### config.mk
export PLATFORM = sky130hd
export DESIGN_NAME = sigmoid_neuron_sgd_top
export DESIGN_NICKNAME = d
export VERILOG_FILES = /design/src/rtl/core/sns_pkg.sv /design/src/rtl/core/sigmoid_neuron_sgd_top.sv /design/src/rtl/core/sns_mul.sv /design/src/rtl/core/sns_fsm.sv
export SDC_FILE = /design/constraint.sdc
export NUM_CORES = 2
export LEC_CHECK = 0
export ABC_CLOCK_PERIOD_IN_PS = 12850
export BUFFER_PORTS_ARGS = -buffer_cell sky130_fd_sc_hd__buf_4
export CORE_MARGIN = 2
export CORE_UTILIZATION = 55
export CTS_CLUSTER_SIZE = 12
export DETAILED_ROUTE_END_ITERATION = 10
export PLACE_DENSITY_LB_ADDON = 0.08
export SYNTH_ARGS = -nofsm -noshare
export SYNTH_HDL_FRONTEND = slang
export SYNTH_SLANG_ARGS = --single-unit
### constraint.sdc
create_clock -name i_clk -period 12.85 [get_ports i_clk]
set_input_delay 0 -clock i_clk [delete_from_list [all_inputs] [get_ports i_clk]]
set_output_delay 0 -clock i_clk [all_outputs]
set_load 0.02 [all_outputs]
### src/rtl/core/sns_pkg.sv
// shared types, constants and the sigmoid lookup table for the neuron block
// no dependencies
`default_nettype none

package sns_pkg;

    localparam int NUM_INPUTS = 16;
    localparam int IDX_W      = $clog2(NUM_INPUTS);
    localparam int SIG_DEPTH  = 256;
    localparam int SIG_IDX_W  = $clog2(SIG_DEPTH);

    localparam longint ONE_Q30 = 64'sd1 <<< 30;
    localparam longint E1_Q30  = 64'sd395007542;

    localparam logic [12:0] ONE_Q12 = 13'd4096;

    typedef enum logic [2:0] {
        CMD_FWD       = 3'd0,
        CMD_TRAIN_ERR = 3'd1,
        CMD_TRAIN_TGT = 3'd2,
        CMD_LOAD_W    = 3'd3,
        CMD_LOAD_B    = 3'd4
    } t_cmd;

    typedef enum logic [3:0] {
        S_IDLE,
        S_FMUL,
        S_FACC,
        S_FSIG,
        S_GDER,
        S_GERR,
        S_GRATE,
        S_GSTORE,
        S_WMUL,
        S_WUPD,
        S_LOAD
    } t_state;

    typedef enum logic [2:0] {
        MSEL_FWD,
        MSEL_DERIV,
        MSEL_ERR,
        MSEL_RATE,
        MSEL_GRAD
    } t_msel;

    typedef struct packed {
        logic  in_ready;
        t_msel msel;
        logic  acc_en;
        logic  sig_en;
        logic  grad_en;
        logic  wupd_en;
        logic  load_en;
        logic  advance;
    } t_ctrl;

    typedef struct packed {
        logic       in_valid;
        logic [2:0] cmd;
        logic       idx_zero;
        logic       last;
        logic       out_free;
    } t_stat;

    typedef logic [12:0] t_sig_rom [SIG_DEPTH];

    function automatic logic signed [15:0] sat16(input logic signed [31:0] v);
        logic signed [15:0] r;
        if (v > 32'sd32767) begin
            r = 16'sh7fff;
        end else if (v < -32'sd32768) begin
            r = 16'sh8000;
        end else begin
            r = v[15:0];
        end
        return r;
    endfunction

    // restoring division, elaboration use only
    function automatic longint unsigned sig_udiv(input longint unsigned num,
                                                 input longint unsigned den);
        longint unsigned q;
        longint unsigned r;
        int b;
        q = '0;
        r = '0;
        for (b = 63; b >= 0; b--) begin
            r = {r[62:0], num[b]};
            if (r >= den) begin
                r = r - den;
                q[b] = 1'b1;
            end
        end
        return q;
    endfunction

    function automatic logic [12:0] sig_entry(input int i);
        longint x;
        longint unsigned a;
        longint unsigned n;
        longint unsigned f;
        longint unsigned term;
        longint sum;
        longint unsigned t;
        longint unsigned den;
        longint unsigned res;
        logic stop;
        int k;
        x    = (longint'(8 * (2 * i + 1)) * ONE_Q30) / SIG_DEPTH - 8 * ONE_Q30;
        a    = (x < 0) ? longint'(-x) : longint'(x);
        n    = a >> 30;
        f    = a & longint'(ONE_Q30 - 1);
        term = longint'(ONE_Q30);
        sum  = ONE_Q30;
        stop = 1'b0;
        for (k = 1; k <= 40; k++) begin
            if (!stop) begin
                term = sig_udiv((term * f) >> 30, longint'(k));
                if (term == 0) begin
                    stop = 1'b1;
                end else if (k % 2 == 1) begin
                    sum = sum - longint'(term);
                end else begin
                    sum = sum + longint'(term);
                end
            end
        end
        t = (sum < 0) ? 64'd0 : longint'(sum);
        for (k = 0; k < 8; k++) begin
            if (longint'(k) < n) begin
                t = (t * longint'(E1_Q30)) >> 30;
            end
        end
        den = longint'(ONE_Q30) + t;
        if (x >= 0) begin
            res = sig_udiv((64'd1 << 42) + (den >> 1), den);
        end else begin
            res = sig_udiv(t * 64'd4096 + (den >> 1), den);
        end
        return res[12:0];
    endfunction

    function automatic t_sig_rom sig_build();
        t_sig_rom rom;
        int i;
        for (i = 0; i < SIG_DEPTH; i++) begin
            rom[i] = sig_entry(i);
        end
        return rom;
    endfunction

    localparam t_sig_rom SIG_TABLE = sig_build();

endpackage

`default_nettype wire

### src/rtl/core/sigmoid_neuron_sgd_top.sv
// Single sigmoid neuron, Q4.12 weights and bias, trained by gradient descent.
// One item is handled at a time through one shared 33x17 multiplier: a forward
// element runs multiply, accumulate and on the last a sigmoid step that waits
// for the result slot; training: the gradient chain of three multiplies on a
// run's first element, then multiply and update; load: a load step. Results sit
// in an output register so a new item may enter while one waits for transfer.
// depends on sns_pkg, sns_mul, sns_fsm
`default_nettype none

module sigmoid_neuron_sgd_top (
    input  wire logic               i_clk,
    input  wire logic               i_rst_n,
    input  wire logic               i_valid,
    output logic                    o_ready,
    input  wire logic [2:0]         i_cmd,
    input  wire logic signed [15:0] i_value,
    input  wire logic signed [15:0] i_error_or_target,
    input  wire logic               i_last,
    output logic                    o_valid,
    input  wire logic               i_ready,
    output logic [12:0]             o_activation,
    input  wire logic               i_cfg_valid,
    output logic                    o_cfg_ready,
    input  wire logic [15:0]        i_cfg_learning_rate
);

    localparam int IW = sns_pkg::IDX_W;

    sns_pkg::t_ctrl ctrl;
    sns_pkg::t_stat stat;

    logic [15:0]               r_lr;
    logic [2:0]                r_cmd;
    logic signed [15:0]        r_value;
    logic signed [15:0]        r_eot;
    logic                      r_last;
    logic signed [15:0]        r_wmem [sns_pkg::NUM_INPUTS];
    logic signed [15:0]        r_bias;
    logic [12:0]               r_last_out;
    logic [IW-1:0]             r_idx;
    logic signed [39:0]        r_acc;
    logic signed [31:0]        r_grad;
    logic                      r_out_valid;
    logic [12:0]               r_act;

    logic                      accept;
    logic signed [15:0]        w_rd;
    logic signed [32:0]        mul_a;
    logic signed [16:0]        mul_b;
    logic signed [49:0]        prod;
    logic signed [16:0]        err;
    logic signed [40:0]        acc_sum;
    logic signed [39:0]        acc_sat;
    logic signed [28:0]        z_sum;
    logic signed [15:0]        z16;
    logic [15:0]               z_off;
    logic [sns_pkg::SIG_IDX_W-1:0] ti;
    logic signed [49:0]        wr_sum;
    logic signed [22:0]        w_diff;
    logic signed [32:0]        b_sum;
    logic signed [17:0]        b_diff;

    assign accept      = i_valid && ctrl.in_ready;
    assign o_ready     = ctrl.in_ready;
    assign o_cfg_ready = 1'b1;
    assign o_valid     = r_out_valid;
    assign o_activation = r_act;

    assign stat = '{in_valid: i_valid,
                    cmd: (ctrl.in_ready ? i_cmd : r_cmd),
                    idx_zero: (r_idx == '0),
                    last: r_last,
                    out_free: (!r_out_valid || i_ready)};

    sns_fsm u_fsm (
        .i_clk  (i_clk),
        .i_rst_n(i_rst_n),
        .i_stat (stat),
        .o_ctrl (ctrl)
    );

    assign w_rd = r_wmem[r_idx];

    assign err = (r_cmd == sns_pkg::CMD_TRAIN_ERR) ? {r_eot[15], r_eot}
               : $signed({4'b0, r_last_out}) - {r_eot[15], r_eot};

    always_comb begin
        case (ctrl.msel)
            sns_pkg::MSEL_DERIV: begin
                mul_a = $signed({20'b0, r_last_out});
                mul_b = $signed({4'b0, sns_pkg::ONE_Q12 - r_last_out});
            end
            sns_pkg::MSEL_ERR: begin
                mul_a = $signed({22'b0, prod[22:12]});
                mul_b = err;
            end
            sns_pkg::MSEL_RATE: begin
                mul_a = $signed({17'b0, r_lr});
                mul_b = prod[28:12];
            end
            sns_pkg::MSEL_GRAD: begin
                mul_a = {r_grad[31], r_grad};
                mul_b = {r_value[15], r_value};
            end
            default: begin
                mul_a = {{17{w_rd[15]}}, w_rd};
                mul_b = {r_value[15], r_value};
            end
        endcase
    end

    sns_mul u_mul (
        .i_clk(i_clk),
        .i_a  (mul_a),
        .i_b  (mul_b),
        .o_p  (prod)
    );

    // forward accumulate with saturation
    assign acc_sum = {r_acc[39], r_acc} + {{9{prod[31]}}, prod[31:0]};
    always_comb begin
        if (acc_sum[40] != acc_sum[39]) begin
            acc_sat = acc_sum[40] ? {1'b1, 39'b0} : {1'b0, {39{1'b1}}};
        end else begin
            acc_sat = acc_sum[39:0];
        end
    end

    // sigmoid table index
    assign z_sum = {r_acc[39], r_acc[39:12]} + {{13{r_bias[15]}}, r_bias};
    assign z16   = sns_pkg::sat16(32'(z_sum));
    assign z_off = {~z16[15], z16[14:0]};
    assign ti    = z_off[15 -: sns_pkg::SIG_IDX_W];

    // weight and bias updates, rounded
    assign wr_sum = prod + (50'sd1 <<< 27);
    assign w_diff = {{7{w_rd[15]}}, w_rd} - {wr_sum[49], wr_sum[49:28]};
    assign b_sum  = {r_grad[31], r_grad} + 33'sd32768;
    assign b_diff = {{2{r_bias[15]}}, r_bias} - {b_sum[32], b_sum[32:16]};

    always_ff @(posedge i_clk) begin
        if (accept) begin
            r_cmd   <= i_cmd;
            r_value <= i_value;
            r_eot   <= i_error_or_target;
            r_last  <= i_last;
        end
        if (ctrl.sig_en) begin
            r_act <= sns_pkg::SIG_TABLE[ti];
        end
    end

    always_ff @(posedge i_clk) begin
        if (ctrl.wupd_en) begin
            r_wmem[r_idx] <= sns_pkg::sat16(32'(w_diff));
        end else if (ctrl.load_en && r_cmd == sns_pkg::CMD_LOAD_W) begin
            r_wmem[r_idx] <= r_value;
        end
    end

    always_ff @(posedge i_clk) begin
        if (!i_rst_n) begin
            r_lr        <= 16'd655;
            r_bias      <= '0;
            r_last_out  <= '0;
            r_idx       <= '0;
            r_acc       <= '0;
            r_grad      <= '0;
            r_out_valid <= 1'b0;
        end else begin
            if (i_cfg_valid) begin
                r_lr <= i_cfg_learning_rate;
            end
            if (ctrl.grad_en) begin
                r_grad <= prod[31:0];
            end
            if (ctrl.acc_en) begin
                r_acc <= acc_sat;
            end
            if (ctrl.sig_en) begin
                r_last_out  <= sns_pkg::SIG_TABLE[ti];
                r_out_valid <= 1'b1;
            end else if (i_ready) begin
                r_out_valid <= 1'b0;
            end
            if (ctrl.wupd_en && r_last) begin
                r_bias <= sns_pkg::sat16(32'(b_diff));
            end else if (ctrl.load_en && r_cmd == sns_pkg::CMD_LOAD_B) begin
                r_bias <= r_value;
            end
            if (ctrl.advance) begin
                if (r_last) begin
                    r_idx <= '0;
                    r_acc <= '0;
                end else if (32'(r_idx) == sns_pkg::NUM_INPUTS - 1) begin
                    r_idx <= '0;
                end else begin
                    r_idx <= r_idx + 1'b1;
                end
            end
        end
    end

endmodule

`default_nettype wire

### src/rtl/core/sns_mul.sv
// shared signed multiplier with registered product
// depends on nothing beyond its ports
`default_nettype none

module sns_mul (
    input  wire logic                i_clk,
    input  wire logic signed [32:0]  i_a,
    input  wire logic signed [16:0]  i_b,
    output logic signed [49:0]       o_p
);

    logic signed [49:0] r_p;

    always_ff @(posedge i_clk) begin
        r_p <= i_a * i_b;
    end

    assign o_p = r_p;

endmodule

`default_nettype wire

### src/rtl/core/sns_fsm.sv
// sequencer for the shared multiplier: forward, gradient, update and load steps
// depends on sns_pkg
`default_nettype none

module sns_fsm (
    input  wire logic           i_clk,
    input  wire logic           i_rst_n,
    input  wire sns_pkg::t_stat i_stat,
    output sns_pkg::t_ctrl      o_ctrl
);

    sns_pkg::t_state r_state;
    sns_pkg::t_state n_state;

    always_ff @(posedge i_clk) begin
        if (!i_rst_n) begin
            r_state <= sns_pkg::S_IDLE;
        end else begin
            r_state <= n_state;
        end
    end

    always_comb begin
        n_state = r_state;
        case (r_state)
            sns_pkg::S_IDLE: begin
                if (i_stat.in_valid) begin
                    if (i_stat.cmd == sns_pkg::CMD_FWD) begin
                        n_state = sns_pkg::S_FMUL;
                    end else if (i_stat.cmd == sns_pkg::CMD_TRAIN_ERR ||
                                 i_stat.cmd == sns_pkg::CMD_TRAIN_TGT) begin
                        n_state = i_stat.idx_zero ? sns_pkg::S_GDER : sns_pkg::S_WMUL;
                    end else begin
                        n_state = sns_pkg::S_LOAD;
                    end
                end
            end
            sns_pkg::S_FMUL:   n_state = sns_pkg::S_FACC;
            sns_pkg::S_FACC:   n_state = i_stat.last ? sns_pkg::S_FSIG : sns_pkg::S_IDLE;
            sns_pkg::S_FSIG: begin
                if (i_stat.out_free) begin
                    n_state = sns_pkg::S_IDLE;
                end
            end
            sns_pkg::S_GDER:   n_state = sns_pkg::S_GERR;
            sns_pkg::S_GERR:   n_state = sns_pkg::S_GRATE;
            sns_pkg::S_GRATE:  n_state = sns_pkg::S_GSTORE;
            sns_pkg::S_GSTORE: n_state = sns_pkg::S_WMUL;
            sns_pkg::S_WMUL:   n_state = sns_pkg::S_WUPD;
            sns_pkg::S_WUPD:   n_state = sns_pkg::S_IDLE;
            sns_pkg::S_LOAD:   n_state = sns_pkg::S_IDLE;
            default:           n_state = sns_pkg::S_IDLE;
        endcase
    end

    always_comb begin
        o_ctrl = '{in_ready: 1'b0, msel: sns_pkg::MSEL_FWD, acc_en: 1'b0, sig_en: 1'b0,
                   grad_en: 1'b0, wupd_en: 1'b0, load_en: 1'b0, advance: 1'b0};
        case (r_state)
            sns_pkg::S_IDLE:  o_ctrl.in_ready = 1'b1;
            sns_pkg::S_FMUL:  o_ctrl.msel = sns_pkg::MSEL_FWD;
            sns_pkg::S_FACC: begin
                o_ctrl.acc_en  = 1'b1;
                o_ctrl.advance = !i_stat.last;
            end
            sns_pkg::S_FSIG: begin
                o_ctrl.sig_en  = i_stat.out_free;
                o_ctrl.advance = i_stat.out_free;
            end
            sns_pkg::S_GDER:   o_ctrl.msel = sns_pkg::MSEL_DERIV;
            sns_pkg::S_GERR:   o_ctrl.msel = sns_pkg::MSEL_ERR;
            sns_pkg::S_GRATE:  o_ctrl.msel = sns_pkg::MSEL_RATE;
            sns_pkg::S_GSTORE: o_ctrl.grad_en = 1'b1;
            sns_pkg::S_WMUL:   o_ctrl.msel = sns_pkg::MSEL_GRAD;
            sns_pkg::S_WUPD: begin
                o_ctrl.wupd_en = 1'b1;
                o_ctrl.advance = 1'b1;
            end
            sns_pkg::S_LOAD: begin
                o_ctrl.load_en = 1'b1;
                o_ctrl.advance = (i_stat.cmd == sns_pkg::CMD_LOAD_W);
            end
            default: o_ctrl.in_ready = 1'b0;
        endcase
    end

endmodule

`default_nettype wire

==> metrics.sh <==
OUTCOME='finished clean'
FLOORPLAN.DIE.WIDTH_UM=294
REGISTER_AREA_SQ_MM=0.0127
CTS_MADE_BUFFERS=50
GRT_SETUP_UNREPAIRED='false'
HOLD_SLACK_NS=0.0944
CRITICAL_PATH_REQUIRED_NS=13.35
CLOCK_TREE.BUFFER_DEPTH=3
ROUTABILITYCONGESTION=1.02
FP.DIEH_UM=294
POST_DRT_VIA_CELL_RATIO=6.15
FINALCOREUTILIZATION_PCT=60.5
SYNTH.FF_LATCH_COUNT=483
REPORT.FINAL.HOLD_VIOL_COUNT=0
POSTSYNTHCELLCOUNT=4892
SEQ_AREA_FRAC_SYNTH_PCT=27.4
GRT.TOTAL_USAGE_PCT=34.3
FINAL_NUMBER_OF_SETUP_VIOLATING_ENDPOINTS=0
WORST_PATH_LARGEST_CELL_DELAY_NS=0.74
ANT_NETS=0
MAX_FREQ_MHz=87.7
SYNTH_ENABLE_FLOP_CELLS=304
WORST_PATH_MAX_DELAY_CELL='sky130_fd_sc_hd__a2111oi_0'
TIMING.CRITICAL_PATH.MODE_CELL='sky130_fd_sc_hd__a21oi_1'
YS_ASYNC_SR_FRACTION_PCT=0
CRITPATHLAUNCHTYPE='register'
FILLCELLCOUNT=7265
DRIVE_GT1_SHARE_PCT=7.86
FINALSETUPTNS_NS=0
DRV_CAP=0
LARGEST_NET_DEGREE_AT_THE_START_OF_GLOBAL_ROUTING=56
TIMING.CRITICAL_PATH.ARRIVAL_NS=11.90
FINALCLOCKSKEW_NS=0.0497
MAX_SLEW.WORST_PIN.SLEW_NS=1.27
FLOORPLAN.INITIALDENSITY_PCT=55.4
TIMING.CRITICAL_PATH.TO_TYPE='register'
YOSYSWARNINGCOUNT=0
INITIALDRTVIOLATIONCOUNT=3952
CTS.ROOT.BUFFER_CELL='sky130_fd_sc_hd__clkbuf_16'
GRT_PASS1_VIAS=36852
STD_CELL_ROWS=106
AREAGROWTHSYNTHTOFINISH_PCT=9.05
MAPPEDNETLISTNETS=5738
CRIT_FANOUT=28
SYNTH.CELL_AREA_SQ_MM=0.0463
GLOBAL_ROUTE_WIRE_LENGTH_BEFORE_REPAIR_UM=224000
GRT.OVERFLOW.TOTAL=0
TIMING.MAX_SLEW.REL_SLACK_PCT=15.2
COUNT_OF_PLACED_STANDARD_CELLS_INCLUDING_TAPS=5898
DIE-AREA_SQ_MM=0.0866
DRT_PRE_ANTENNA_ITERS=10
FLOORPLAN_CORE_AREA_SQ_MM=0.0836
WORST-SETUP-PATH-TYPE='reg -> reg'
INITIAL_ANTENNA_VIOLATION_COUNT=8
FINISH.CELL_COUNT_WITHOUT_FILLERS=6070
CTS_SINKS=483
MULTI_INPUT_COMB_AREA_SQ_MM=0.0303
CLOCK_TREE_FROM_TRITONCTS='done'
VIAS=37348
TIMING.FINAL.CRIT_SHARE_PCT=88.8
DPL.HPWL_UM=109000
CTS_MAX_LEVEL=2
DRT-TOTAL-WL_UM=146000
PLACE.PORT_BUFFERS=70
SLEW_VIOLATIONS=0
CLKLATENCYLATEPIN_NS=0.63
DESIGN.PORTCOUNT=73
SYNTH_FLOP_CELL='sky130_fd_sc_hd__edfxtp_1'
POST-ROUTE-MIN-PERIOD_NS=11.41
CTS_HOLD_REPAIR.BUFFERS=78
CTSRESIZECOUNT=0
POST-CTS-SETUP-BUFFERS=0
SYNTH_CELL_TYPES=92
WL_PER_CELL_UM=24.0
WORST_SETUP_HOLD_PATH_CLK_SLEW_NS=0.06
NNETSFINAL=5794
DRC_ERRORS=0
SYNTHESIS.AREA_PER_INSTANCE_SQ_UM=9.47
WORSTHOLDPATHTYPE='in -> reg'
worst max-delay path: cells and delay by family, from the launching register on:
| family | cells | cell delay (ns) |
|---|---|---|
| compound gates | 24 | 5.10 |
| simple gates | 3 | 0.83 |
| fa+ha+maj | 9 | 3.75 |
| flops | 1 | 0.36 |
| xor+xnor | 1 | 0.15 |
| mux | 1 | 0.16 |
| buf+inv | 7 | 0.93 |
path summary, 6_finish.rpt:
path	cells past startpoint	endpoint	start	slack (ns)
worst max-delay path	45	u_mul.o_p[48]	r_last_out[0]	1.44
worst min-delay path	2	r_value[12]	i_value[12]	0.09
worst max register to register	45	u_mul.o_p[48]	r_last_out[0]	1.44
worst min register to register	2	r_grad[0]	r_grad[0]	0.46
cell usage in the layout, fill, tap and decap left out, types with 67 or more instances in the layout:
cell | Yosys | final
sky130_fd_sc_hd__xor2_1 | 79 | 78
sky130_fd_sc_hd__xnor2_1 | 103 | 101
sky130_fd_sc_hd__dlygate4sd3_1 | 0 | 78
sky130_fd_sc_hd__a21o_1 | 94 | 94
sky130_fd_sc_hd__o21ai_0 | 162 | 158
sky130_fd_sc_hd__mux4_2 | 80 | 80
sky130_fd_sc_hd__nor3_1 | 74 | 67
sky130_fd_sc_hd__nor2_1 | 441 | 428
sky130_fd_sc_hd__nand3_1 | 90 | 90
sky130_fd_sc_hd__fa_1 | 531 | 531
sky130_fd_sc_hd__ha_1 | 258 | 258
sky130_fd_sc_hd__inv_1 | 687 | 687
sky130_fd_sc_hd__edfxtp_1 | 304 | 304
sky130_fd_sc_hd__buf_4 | 3 | 163
sky130_fd_sc_hd__a211oi_1 | 73 | 73
sky130_fd_sc_hd__dfxtp_1 | 179 | 177
sky130_fd_sc_hd__a21oi_1 | 254 | 251
sky130_fd_sc_hd__nand2_1 | 642 | 640
cells in the mapped netlist, types with 32 or more instances:
master                     count  area (sq um)
sky130_fd_sc_hd__inv_1       687          2580
sky130_fd_sc_hd__nand2_1     642          2410
sky130_fd_sc_hd__fa_1        531         10600
sky130_fd_sc_hd__nor2_1      441          1660
sky130_fd_sc_hd__edfxtp_1    304          9130
sky130_fd_sc_hd__ha_1        258          3230
sky130_fd_sc_hd__a21oi_1     254          1270
sky130_fd_sc_hd__clkbuf_1    197           739
sky130_fd_sc_hd__dfxtp_1     179          3580
sky130_fd_sc_hd__o21ai_0     162           811
sky130_fd_sc_hd__xnor2_1     103           902
sky130_fd_sc_hd__a21o_1       94           706
sky130_fd_sc_hd__nand3_1      90           450
sky130_fd_sc_hd__mux4_2       80          1800
sky130_fd_sc_hd__xor2_1       79           692
sky130_fd_sc_hd__nor3_1       74           370
sky130_fd_sc_hd__a211oi_1     73           548
sky130_fd_sc_hd__and3_1       48           300
sky130_fd_sc_hd__nand2b_1     38           238
sky130_fd_sc_hd__mux2i_1      37           370
sky130_fd_sc_hd__o21a_1       33           248
sky130_fd_sc_hd__and2_1       32           200
logic make-up after synthesis:
group | count (synthesis) | share of synthesized area [%]
flip-flops | 483 | 27.4
buffers and inverters | 926 | 7.61
multiplexers | 118 | 4.71
XOR/XNOR | 182 | 3.44
adder cells (fa/ha/maj) | 789 | 29.9
other | 2 | 0.0162
AO/OA/AOI/OAI | 894 | 12.7
AND/OR/NAND/NOR | 1498 | 14.2
metal layers:
metal,vias to the layer above,GRT usage [%],routed length [um]
met5,-,0,84
met4,12,13.2,6640
met3,419,7.02,14600
met2,1916,53.0,65200
met1,18442,47.6,59100
li1,16559,-,-
flip-flops by register name, indices dropped and copies added, names as in the netlist, named ones only:
| register | cells |
|---|---|
| r_value | 16 |
| r_bias | 16 |
| u_mul.o_p | 50 |
| o_valid | 1 |
| r_last_out | 12 |
| r_wmem | 256 |
| r_idx | 4 |
| r_lr | 16 |
| o_activation | 12 |
| r_acc | 40 |
| r_eot | 16 |
| u_fsm.r_state | 4 |
| r_last | 1 |
| r_grad | 32 |
| r_cmd | 3 |
stage by stage:
step | setup WS [ns] | cell area [sq um]
final | 1.44 | 50500
after global placement | 1.76 | 48100
after detailed placement | 1.73 | 48100
after CTS | 1.67 | 50500
after floorplan | 3.15 | 46300
after global routing | 0.813 | 50500
layout make-up:
cell class | instances | share of cell area [%]
multi-input cells | 3483 | 59.9
flip-flops and latches | 483 | 25.2
inverters | 689 | 5.12
repair buffers | 241 | 3.97
clock buffers | 79 | 2.75
well taps | 1080 | 2.68
clock inverters | 13 | 0.377
diodes | 2 | 0.00991
Power is left out: the tool's default activity adds up to more than one toggle a clock period on the data nets, which glitch-free logic cannot reach.
